<file path="src/hdl/assert_macros.svh">
// assertion macros used by the core rtl file
`ifndef ASSERT_MACROS_SVH
`define ASSERT_MACROS_SVH

// condition a implies condition b in the same cycle, outside reset
`define ASSERT_IMPLY(label, clk, rst, a, b) \
   label: assert property (@(posedge clk) disable iff (rst) (a) |-> (b)) \
      else $error("implication check failed");

// condition a implies condition b in the next cycle, outside reset
`define ASSERT_NEXT(label, clk, rst, a, b) \
   label: assert property (@(posedge clk) disable iff (rst) (a) |=> (b)) \
      else $error("next-cycle check failed");

// condition b holds in the cycle after reset
`define ASSERT_AFTER_RESET(label, clk, rst, b) \
   label: assert property (@(posedge clk) (rst) |=> (b)) \
      else $error("post-reset check failed");

`endif

</file>
<file path="src/hdl/pdu_pkg.sv">
package pdu_pkg;

   // sample format codes
   localparam logic [1:0] FMT_S32_LE  = 2'd0;
   localparam logic [1:0] FMT_S24_LE  = 2'd1;
   localparam logic [1:0] FMT_S24_3LE = 2'd2;
   localparam logic [1:0] FMT_S16_LE  = 2'd3;

   // configuration register indexes
   localparam logic [1:0] REG_SAMPLE_FORMAT   = 2'd0;
   localparam logic [1:0] REG_STREAM_CHANNELS = 2'd1;
   localparam logic [1:0] REG_ACTIVE_CHANNELS = 2'd2;

   // reset values of the configuration registers
   localparam logic [1:0] RST_SAMPLE_FORMAT   = FMT_S16_LE;
   localparam logic [3:0] RST_STREAM_CHANNELS = 4'd2;
   localparam logic [1:0] RST_ACTIVE_CHANNELS = 2'd2;

   localparam int MAX_STREAM_CHANNELS = 8;

   typedef struct packed {
      logic [1:0] sample_format;
      logic [3:0] stream_channels;
      logic [1:0] active_channels;
   } cfg_type;

   typedef struct packed {
      logic        valid;
      logic        channel;
      logic [31:0] sample;
      logic        frame_end;
   } result_type;

   // index of the last byte in the container of a format
   function automatic logic [1:0] container_last(input logic [1:0] fmt);
      logic [1:0] last;
      case (fmt)
         FMT_S32_LE:  last = 2'd3;
         FMT_S24_LE:  last = 2'd3;
         FMT_S24_3LE: last = 2'd2;
         FMT_S16_LE:  last = 2'd1;
         default:     last = 2'd1;
      endcase
      return last;
   endfunction

endpackage

</file>
<file path="src/hdl/pdu_unpack.sv">
module pdu_unpack #(
   parameter int MAX_STREAM_CHANNELS = pdu_pkg::MAX_STREAM_CHANNELS
) (
   input  logic                clock,
   input  logic                reset,
   input  logic                step,
   input  logic [7:0]          data_byte,
   input  logic                end_of_buffer,
   input  pdu_pkg::cfg_type    cfg,
   output pdu_pkg::result_type result
);

   localparam int PosW = (MAX_STREAM_CHANNELS > 1) ? $clog2(MAX_STREAM_CHANNELS) : 1;
   localparam int CntW = ($clog2(MAX_STREAM_CHANNELS + 1) > 4) ?
                         $clog2(MAX_STREAM_CHANNELS + 1) : 4;
   localparam logic [CntW-1:0] MaxChans = CntW'(MAX_STREAM_CHANNELS);

   logic [1:0]      byte_pos_ff, byte_pos_in;
   logic [PosW-1:0] chan_pos_ff, chan_pos_in;
   logic [23:0]     partial_ff, partial_in;

   logic [CntW-1:0] stream_ext, chans, frame_chans, act_ext, pos_ext, pos_inc;
   logic [1:0]      act;
   logic [23:0]     partial_eff;
   logic [31:0]     raw;
   logic [31:0]     q31;
   logic            done;
   logic            emit;

   // channel counts, saturated
   always_comb begin
      stream_ext  = CntW'(cfg.stream_channels);
      chans       = (stream_ext > MaxChans) ? MaxChans : stream_ext;
      frame_chans = (chans == '0) ? CntW'(1) : chans;
      act         = (cfg.active_channels > 2'd2) ? 2'd2 : cfg.active_channels;
      act_ext     = CntW'(act);
      pos_ext     = CntW'(chan_pos_ff);
      pos_inc     = pos_ext + CntW'(1);
   end

   // byte merge into the container
   always_comb begin
      partial_eff = (byte_pos_ff == 2'd0) ? 24'd0 : partial_ff;
      case (byte_pos_ff)
         2'd0:    raw = {24'd0, data_byte};
         2'd1:    raw = {16'd0, data_byte, partial_eff[7:0]};
         2'd2:    raw = {8'd0, data_byte, partial_eff[15:0]};
         2'd3:    raw = {data_byte, partial_eff[23:0]};
         default: raw = {24'd0, data_byte};
      endcase
      done = (byte_pos_ff >= pdu_pkg::container_last(cfg.sample_format));
   end

   // left-justify to q1.31
   always_comb begin
      case (cfg.sample_format)
         pdu_pkg::FMT_S32_LE: q31 = raw;
         pdu_pkg::FMT_S16_LE: q31 = {raw[15:0], 16'd0};
         default:             q31 = {raw[23:0], 8'd0};
      endcase
   end

   // result of this byte
   always_comb begin
      emit             = (act_ext <= chans) && (pos_ext < act_ext);
      result.valid     = done && emit;
      result.channel   = chan_pos_ff[0];
      result.sample    = q31;
      result.frame_end = (pos_inc == act_ext);
   end

   // position update
   always_comb begin
      if (done) begin
         byte_pos_in = 2'd0;
         partial_in  = 24'd0;
         chan_pos_in = (pos_inc >= frame_chans) ? '0 : PosW'(pos_inc);
      end else begin
         byte_pos_in = byte_pos_ff + 2'd1;
         partial_in  = raw[23:0];
         chan_pos_in = chan_pos_ff;
      end
      if (end_of_buffer) begin
         byte_pos_in = 2'd0;
         chan_pos_in = '0;
      end
   end

   always_ff @(posedge clock) begin
      if (reset) begin
         byte_pos_ff <= 2'd0;
         chan_pos_ff <= '0;
      end else if (step) begin
         byte_pos_ff <= byte_pos_in;
         chan_pos_ff <= chan_pos_in;
      end
   end

   // partial bytes are ignored at byte position zero
   always_ff @(posedge clock) begin
      if (step) begin
         partial_ff <= partial_in;
      end
   end

endmodule

</file>
<file path="src/hdl/pcm_deinterleave_unpacker_core.sv">
// pcm deinterleave unpacker
// req channel: one byte of an interleaved little-endian pcm stream per request,
//    req_tlast marks the last byte of a buffer and restarts the frame position.
// rsp channel: one sample per completed container of an active channel, signed
//    q1.31 in rsp_tdata, channel index in rsp_tuser, rsp_tlast on the last
//    active channel of the frame.
// csr channel: register writes (0 sample format, 1 stream channels, 2 active
//    channels), always ready, meant for idle periods.
// path: a request enters an input register, and its result, once its container
//    is complete, is taken into the output register, which drives rsp_tvalid.
// throughput: one byte per cycle while the output is not stalled; the only loop is
//    the position and partial sample update.
// stall: when rsp_tready is low the output register holds its sample and the
//    input register holds one more byte; req_tready falls only once both are
//    full with a byte that would produce a result.
// reset: clears the positions and both valid flags and loads the register
//    defaults (s16_le, two stream channels, two active channels).
`include "assert_macros.svh"

module pcm_deinterleave_unpacker_core #(
   parameter int MAX_STREAM_CHANNELS = pdu_pkg::MAX_STREAM_CHANNELS
) (
   input  logic        clock,
   input  logic        reset,
   input  logic        req_tvalid,
   output logic        req_tready,
   input  logic [7:0]  req_tdata,   // [7:0] data_byte
   input  logic        req_tlast,
   output logic        rsp_tvalid,
   input  logic        rsp_tready,
   output logic [31:0] rsp_tdata,   // [31:0] sample
   output logic        rsp_tuser,   // [0] channel
   output logic        rsp_tlast,
   input  logic        csr_valid,
   output logic        csr_ready,
   input  logic [1:0]  csr_index,
   input  logic [3:0]  csr_data
);

   pdu_pkg::cfg_type    cfg_ff;
   pdu_pkg::result_type result;

   logic        in_vld_ff;
   logic [7:0]  in_byte_ff;
   logic        in_last_ff;
   logic        out_vld_ff;
   logic [31:0] out_sample_ff;
   logic        out_chan_ff;
   logic        out_end_ff;
   logic        out_free;
   logic        move;

   // configuration registers
   assign csr_ready = 1'b1;

   always_ff @(posedge clock) begin
      if (reset) begin
         cfg_ff.sample_format   <= pdu_pkg::RST_SAMPLE_FORMAT;
         cfg_ff.stream_channels <= pdu_pkg::RST_STREAM_CHANNELS;
         cfg_ff.active_channels <= pdu_pkg::RST_ACTIVE_CHANNELS;
      end else if (csr_valid) begin
         case (csr_index)
            pdu_pkg::REG_SAMPLE_FORMAT:   cfg_ff.sample_format   <= csr_data[1:0];
            pdu_pkg::REG_STREAM_CHANNELS: cfg_ff.stream_channels <= csr_data;
            pdu_pkg::REG_ACTIVE_CHANNELS: cfg_ff.active_channels <= csr_data[1:0];
            default: ;
         endcase
      end
   end

   // stage handshake
   assign out_free   = !out_vld_ff || rsp_tready;
   assign move       = in_vld_ff && (!result.valid || out_free);
   assign req_tready = !in_vld_ff || move;

   // input register
   always_ff @(posedge clock) begin
      if (reset) begin
         in_vld_ff <= 1'b0;
      end else if (req_tready) begin
         in_vld_ff <= req_tvalid;
      end
   end

   always_ff @(posedge clock) begin
      if (req_tready && req_tvalid) begin
         in_byte_ff <= req_tdata;
         in_last_ff <= req_tlast;
      end
   end

   // byte placement and sample assembly
   pdu_unpack #(
      .MAX_STREAM_CHANNELS (MAX_STREAM_CHANNELS)
   ) u_unpack (
      .clock         (clock),
      .reset         (reset),
      .step          (move),
      .data_byte     (in_byte_ff),
      .end_of_buffer (in_last_ff),
      .cfg           (cfg_ff),
      .result        (result)
   );

   // output register
   always_ff @(posedge clock) begin
      if (reset) begin
         out_vld_ff <= 1'b0;
      end else if (move && result.valid) begin
         out_vld_ff <= 1'b1;
      end else if (rsp_tready) begin
         out_vld_ff <= 1'b0;
      end
   end

   always_ff @(posedge clock) begin
      if (move && result.valid) begin
         out_sample_ff <= result.sample;
         out_chan_ff   <= result.channel;
         out_end_ff    <= result.frame_end;
      end
   end

   assign rsp_tvalid = out_vld_ff;
   assign rsp_tdata  = out_sample_ff;
   assign rsp_tuser  = out_chan_ff;
   assign rsp_tlast  = out_end_ff;

   // checks
   `ASSERT_AFTER_RESET(a_reset_empty, clock, reset, !in_vld_ff && !out_vld_ff)
   `ASSERT_IMPLY(a_ready_only_when_full, clock, reset, !req_tready,
                 in_vld_ff && result.valid && out_vld_ff && !rsp_tready)
   `ASSERT_NEXT(a_input_stage_holds, clock, reset, in_vld_ff && !move,
                in_vld_ff && $stable(in_byte_ff) && $stable(in_last_ff))
   `ASSERT_NEXT(a_result_kept, clock, reset, out_vld_ff && !rsp_tready,
                out_vld_ff && $stable(out_sample_ff))

endmodule
</file>
<file path="config.mk">
export PLATFORM = sky130hd
export DESIGN_NAME = pcm_deinterleave_unpacker_core
export DESIGN_NICKNAME = d
export VERILOG_FILES = /design/src/hdl/pdu_pkg.sv /design/src/hdl/pdu_unpack.sv /design/src/hdl/pcm_deinterleave_unpacker_core.sv
export VERILOG_INCLUDE_DIRS = /design/src /design/src/hdl
export SDC_FILE = /design/constraint.sdc
export NUM_CORES = 1
export LEC_CHECK = 0
export BUFFER_PORTS_ARGS = -buffer_cell sky130_fd_sc_hd__buf_2
export CORE_UTILIZATION = 54
export CTS_BUF_LIST = sky130_fd_sc_hd__clkbuf_8
export DETAILED_ROUTE_END_ITERATION = 12
export PLACE_DENSITY = 0.79
export RECOVER_POWER = 100
export REMOVE_ABC_BUFFERS = 1
export SYNTH_ARGS = -nofsm -noshare
export SYNTH_HDL_FRONTEND = slang
export SYNTH_SLANG_ARGS = --single-unit
</file>
<file path="constraint.sdc">
create_clock -name clock -period 3.84 [get_ports clock]
set_clock_uncertainty 0.15 [all_clocks]
set_input_delay 0.576 -clock clock [delete_from_list [all_inputs] [get_ports clock]]
set_output_delay 0.576 -clock clock [all_outputs]
set_load 0.005 [all_outputs]
</file>
==> results.sh, run 1 <==
export IMPL_dpl_cell_count=500
export IMPL_design_area_sq_mm=0.00453
export IMPL_rows=31
export IMPL_reg2reg_to="u_unpack.byte_pos_ff[1]$_SDFFE_PP0P_"
export IMPL_vias=2988
export IMPL_cap_violations=0
export IMPL_h_tree_depth=3
export IMPL_grtUsageTotal_pct=21.8
export IMPL_cp_data_required_time_ns=3.92
export IMPL_ctsHoldBuffers=0
export IMPL_grt_max_degree=36
export IMPL_hold_viol_final=0
export IMPL_diodes=0
export IMPL_io_pins=57
export IMPL_grt_pass1_wl_um=12600
export IMPL_crit_path_cell_trace="ha_1 > ha_1 > a21oi_1 > o41a_1 > mux2i_1 > nor3_1"
export IMPL_worst_setup_path_start_kind="flop"
export IMPL_nets=450
export IMPL_initial_utilization_pct=56.1
export IMPL_synth_edff_count=67
export IMPL_wire_per_inst_um=15.4
export IMPL_cts_path_max_buffers=2
export IMPL_fmax_ghz=0.314
export IMPL_die_w_um=89.1
export IMPL_seq_area_sq_mm=0.00231
export IMPL_instances_no_fill=516
export IMPL_ff2ff_setup_slack_ns=0.66
export IMPL_dieArea_sq_mm=0.00793
export IMPL_ys_seq_area_share_pct=56.5
export IMPL_leakage_nw=1.72
export IMPL_gp_congestion=0.874
export IMPL_antenna_found_initial=0
export IMPL_r2r_start="cfg_ff[7]$_SDFFE_PP1P_"
export IMPL_detailedRoute_firstIterationViolations=247
export IMPL_clk_insertion_delay_late_ns=0.35
export IMPL_viasPerCell=5.79
export IMPL_critPathArrivalTime_ns=3.26
export IMPL_path_common_cell="ha_1"
export IMPL_power_density_mw_per_mm2=422
export IMPL_synth_area_top_cells="edfxtp_1, dfxtp_1, ha_1, a22oi_1, nor2_1"
export IMPL_min_delay_path_class="primary input to flop"
export IMPL_ys_async_sr_fraction_pct=0
export IMPL_synth_top_cell_area_share_pct=49.2
export IMPL_crit_fanout=26
export IMPL_multi_input_area_sq_mm=0.00158
export IMPL_post_route_period_util_pct=82.9
export IMPL_yosysWarnings=0
export IMPL_fp_dieH_um=89.1
export IMPL_tritoncts="yes"
export IMPL_hold_ws_ns=0.241
export IMPL_rsz0062_at_grt="no"
export IMPL_clkSlewWorstSetupHoldPaths_ns=0.08
export IMPL_cts_sinks=82
export IMPL_status="completed"
export IMPL_synth_avg_cell_area_sq_um=11.1
export IMPL_hpwl_um=5530
export IMPL_post_cts_buffers=0
export IMPL_cp_endpoint="u_unpack.byte_pos_ff[1]$_SDFFE_PP0P_"
export IMPL_drc=0
export IMPL_cpPeakStageDelay_ns=1.08
export IMPL_coreArea_sq_mm=0.00729
export IMPL_slew_headroom_pct=14.8
export IMPL_slew_violations=0
export IMPL_cp_startpoint="cfg_ff[7]$_SDFFE_PP1P_"
export IMPL_place_area_sq_mm=0.00439
export IMPL_setup_viol=0
export IMPL_n_fill_cell=639
export IMPL_firstDrtPassIters=5
export IMPL_synth_most_common_cell="edfxtp_1"
export IMPL_ant_nets=0
export IMPL_synth_distinct_cells=48
export IMPL_netlist_instances=368
export IMPL_tns_ns=0
export IMPL_drt_wl_total_um=7970
export IMPL_ys_ff_latch=82
export IMPL_max_vdd_ir_drop_mv=0.189
export IMPL_syn_area_sq_mm=0.00409
export IMPL_area_growth_pct=10.7
export IMPL_grt_pass1_vias=2673
export IMPL_synth_main_ff_cell="edfxtp_1"
export IMPL_overflow=0
export IMPL_end_kind="flop"
export IMPL_synth_top_cell_by_area="edfxtp_1"
export IMPL_synth_common_cells="edfxtp_1, nor2_1, nand2_1"
export IMPL_cts_made_buffers=9
export IMPL_cts_resized=0
export IMPL_reg2regPathDepth=6
export IMPL_clockRootBuffer="clkbuf_8"
export IMPL_tightest_slew_ns=1.28
export IMPL_fin_crit_ns=3.18
export IMPL_drive_gt1_share_pct=14.4
export IMPL_slowest_stage="o41a_1"
export IMPL_portBuffers=55
export IMPL_criticalPathCategory="flop to flop"
worst max-delay path, delay by kind of cell, from the launching register on:
| kind | cells | cell delay (ns) |
|---|---|---|
| mux | 1 | 0.30 |
| simple gates | 1 | 0.06 |
| flops | 1 | 0.37 |
| compound gates | 2 | 1.43 |
| fa+ha+maj | 2 | 0.75 |
logic make-up (layout without fill, tap and decap cells):
| kind of cell | Yosys count | after routing | share of synthesized area (%) |
|---|---|---|---|
| muxes | 5 | 5 | 1.22 |
| xor gates and xnor gates | 3 | 3 | 0.642 |
| adders and majority gates | 18 | 18 | 5.50 |
| and+or+nand+nor | 134 | 134 | 15.8 |
| other | 1 | 1 | 0.0916 |
| DFF | 82 | 82 | 56.5 |
| AOI/OAI and AO/OA | 88 | 88 | 16.1 |
| buffers and inverters | 37 | 86 | 4.19 |
report_power, final:
group / internal, W / switching (W) / leakage (nW)
registers: 0.00101 / 0.0000204 / 0.774
clock network: 0.000360 / 0.000303 / 0.116
logic: 0.0000759 / 0.000149 / 0.827
total: 0.00144 / 0.000473 / 1.72
per-layer routing:
metal | GRT usage, % | vias to the layer above | share of wire, %
met4 | 10.7 | 0 | 2.4
met5 | 0 | - | 0
li1 | - | 1437 | -
met3 | 5.17 | 17 | 6.6
met1 | 27.6 | 1402 | 43
met2 | 35.4 | 132 | 48
worst min-delay path by stage:
stage	start	end	slack (ns)	depth (start not counted)
2_1_floorplan	cfg_ff[3]$_SDFFE_PP1P_	cfg_ff[3]$_SDFFE_PP1P_	0.31	1
3_3_place_gp	cfg_ff[0]$_SDFFE_PP0P_	cfg_ff[0]$_SDFFE_PP0P_	0.33	2
3_5_place_dp	cfg_ff[0]$_SDFFE_PP0P_	cfg_ff[0]$_SDFFE_PP0P_	0.34	2
4_1_cts	req_tdata[5]	in_byte_ff[5]$_DFFE_PP_	0.22	1
5_1_grt	req_tdata[5]	in_byte_ff[5]$_DFFE_PP_	0.23	1
6_report	req_tdata[0]	in_byte_ff[0]$_DFFE_PP_	0.24	1
flip-flops by register name, summed over array words and instances (netlist names):
signal,cells
cfg_ff,8
in_byte_ff,8
in_last_ff,1
in_vld_ff,1
rsp_tdata,32
rsp_tlast,1
rsp_tuser,1
rsp_tvalid,1
u_unpack.byte_pos_ff,2
u_unpack.chan_pos_ff,3
u_unpack.partial_ff,24
cells in the final DEF, fill, tap and decap left out, types with 2 or more instances in the layout:
cell       Yosys  layout
clkbuf_1      11      25
a22oi_2        5       5
nand2b_1       4       4
o21ai_1        7       3
buf_4          2       2
bufinv_16      0       2
o21a_1         9       9
a22o_1         8       8
ha_1          18      18
a21oi_1        3       5
edfxtp_1      67      67
nor2_2         1       2
clkbuf_8       0       9
nor3b_1        1       2
a21o_1         2       2
dfxtp_1       15      15
nand3b_1       3       3
buf_2          8      31
nor2b_1        3       3
clkinv_2       0       2
nor3_1        18      18
nand4_1        3       3
o21ai_0       14      19
mux2i_1        5       5
a31oi_1        2       2
or2_0          0       2
nand2_1       44      44
nor2_1        45      44
a211o_1        4       4
inv_1         11      13
xor2_1         2       2
a22oi_1       27      27
final cells by class:
cell class | instances | area share [%]
timing repair buffer | 59 | 5.94
tap | 99 | 2.73
clock inverter | 7 | 1.91
sequential | 82 | 51.0
clock buffer | 9 | 2.73
inverter | 11 | 0.911
multi-input combinational | 249 | 34.8
per-stage QoR:
step	util (%)	power [W]	setup slack (ns)
after floorplan	-	0.00120	0.217
after global placement	60.3	0.00127	1.21
after detailed placement	60.3	0.00128	1.13
after CTS	63.1	0.00193	0.854
after global routing	62.1	0.00198	0.372
final	62.1	0.00191	0.657
No activity file was read; power rests on OpenSTA's default activity.
==> inputs of run 2 (changes only) <==
clock period = 2.6 ns   (was 3.84 ns; I/O delays follow)
==> results.sh, run 2 (synthesis gave the netlist of run 1 again) <==
export IMPL_rows=31
export IMPL_clkSlewWorstSetupHoldPaths_ns=0.09
export IMPL_antenna_found_initial=0
export IMPL_design_area_sq_mm=0.00472
export IMPL_drc=0
export IMPL_grt_pass1_wl_um=13100
export IMPL_dp_slack_ns=0.0789
export IMPL_multi_input_area_sq_mm=0.00163
export IMPL_h_tree_depth=3
export IMPL_nets=463
export IMPL_grt_pass1_vias=2767
export IMPL_cpPeakStageDelay_ns=0.38
export IMPL_crit_path_cell_trace="inv_2 > nand2_2 > ha_4 > nor2b_4 > o21a_1 > nor4_4 > nand2_1 > clkbuf_2"
export IMPL_crit_fanout=5
export IMPL_max_vdd_ir_drop_mv=0.335
export IMPL_rsz0062_at_grt="no"
export IMPL_status="completed"
export IMPL_power_share_clock_pct=37.0
export IMPL_firstDrtPassIters=5
export IMPL_slowest_stage="dfxtp_2"
export IMPL_dpl_cell_count=509
export IMPL_coreArea_sq_mm=0.00729
export IMPL_seq_area_sq_mm=0.00231
export IMPL_cap_violations=0
export IMPL_overflow=0
export IMPL_hold_viol_final=0
export IMPL_detailedRoute_firstIterationViolations=296
export IMPL_dieArea_sq_mm=0.00793
export IMPL_gp_congestion=0.805
export IMPL_tritoncts="yes"
export IMPL_worst_path_buf_inv=2
export IMPL_n_fill_cell=594
export IMPL_switching_share_pct=24.8
export IMPL_fmax_ghz=0.399
export IMPL_cp_top_family="simple AND/OR/NAND/NOR gates"
export IMPL_setup_viol=0
export IMPL_instances_no_fill=529
export IMPL_grt_max_degree=49
export IMPL_initial_utilization_pct=56.1
export IMPL_mostFrequentLayoutCells="edfxtp_1, nor2_1, nand2_1, clkbuf_1, a22oi_1"
export IMPL_io_pins=57
export IMPL_place_area_sq_mm=0.00449
export IMPL_cts_sinks=82
export IMPL_drive_gt1_share_pct=17.7
export IMPL_cp_data_required_time_ns=2.06
export IMPL_slew_headroom_pct=54.0
export IMPL_power_density_mw_per_mm2=637
export IMPL_seq_power_share_pct=50.3
export IMPL_layout_commonest_cell="edfxtp_1"
export IMPL_wire_per_inst_um=16.5
export IMPL_fin_crit_ns=2.51
export IMPL_leakage_nw=1.78
export IMPL_area_growth_pct=15.3
export IMPL_min_delay_path_class="primary input to flop"
export IMPL_grtUsageTotal_pct=22.5
export IMPL_cts_path_max_buffers=2
export IMPL_viasPerCell=5.81
export IMPL_clockRootBuffer="clkbuf_8"
export IMPL_criticalPathCategory="flop to output pin"
export IMPL_diodes=0
export IMPL_fp_dieH_um=89.1
export IMPL_critPathArrivalTime_ns=1.97
export IMPL_die_w_um=89.1
export IMPL_largest_reg_flops=32
export IMPL_intPower_w=0.00226
export IMPL_hpwl_um=5710
export IMPL_end_kind="output pin"
export IMPL_tightest_slew_ns=0.687
export IMPL_worst_setup_path_start_kind="flop"
export IMPL_post_route_period_util_pct=96.4
export IMPL_p_sw_w=0.000746
export IMPL_portBuffers=55
export IMPL_hold_ws_ns=0.0480
export IMPL_vias=3072
export IMPL_drt_wl_total_um=8740
export IMPL_clk_insertion_delay_late_ns=0.36
export IMPL_ant_nets=0
export IMPL_combinationalPowerShare_pct=12.7
export IMPL_slew_violations=0
export IMPL_cts_made_buffers=9
export IMPL_setup_slack_ns=0.0930
export IMPL_ctsHoldBuffers=0
export IMPL_tns_ns=0
## run 2: repair_timing
action / CTS / global route
setup buffers: 1 / 0
endpoints found under the setup margin: 1 / 35
cloned: 0 / 3
pin swaps: 1 / 0
resized for setup: 1 / 8
## run 2: final timing paths
check                                            start                      end  slack [ns]  depth (start not counted)
worst min register to register  cfg_ff[3]$_SDFFE_PP1P_   cfg_ff[3]$_SDFFE_PP1P_        0.38                          1
worst max register to register  cfg_ff[5]$_SDFFE_PP0P_  rsp_tdata[31]$_DFFE_PP_        0.12                          8
worst min-delay path                      req_tdata[6]  in_byte_ff[6]$_DFFE_PP_        0.05                          1
worst max-delay path            cfg_ff[5]$_SDFFE_PP0P_               req_tready        0.09                          8
## run 2: metal layers
metal  GRT usage [%]  wire [um]  up-vias
met5               0          0        -
met3            5.26        679       25
met4            8.95        199        0
li1                -          -     1459
met2            39.7       4370      151
met1            26.9       3490     1437
## run 2: per-stage QoR
stage          utilization [%]  power, W
4_1_cts                   65.0   0.00300
2_1_floorplan                -   0.00177
3_3_place_gp              61.5   0.00190
3_5_place_dp              61.5   0.00191
5_1_grt                   64.7   0.00310
6_report                  64.7   0.00301
## run 2: power by group through the flow
stage,logic (W),registers [W],clock network (W)
final,0.000381,0.00151,0.00111
after global routing,0.000416,0.00152,0.00117
after CTS,0.000376,0.00151,0.00111
after detailed placement,0.000374,0.00154,0
after global placement,0.000363,0.00154,0
after floorplan,0.000233,0.00154,0
## run 2: layout make-up
cell class | count | area share (%)
Clock inverter | 7 | 2.49
Inverter | 11 | 0.875
Tap cell | 99 | 2.63
Multi-Input combinational cell | 249 | 34.5
Sequential cell | 82 | 49.1
Clock buffer | 9 | 2.63
Timing Repair Buffer | 72 | 7.82
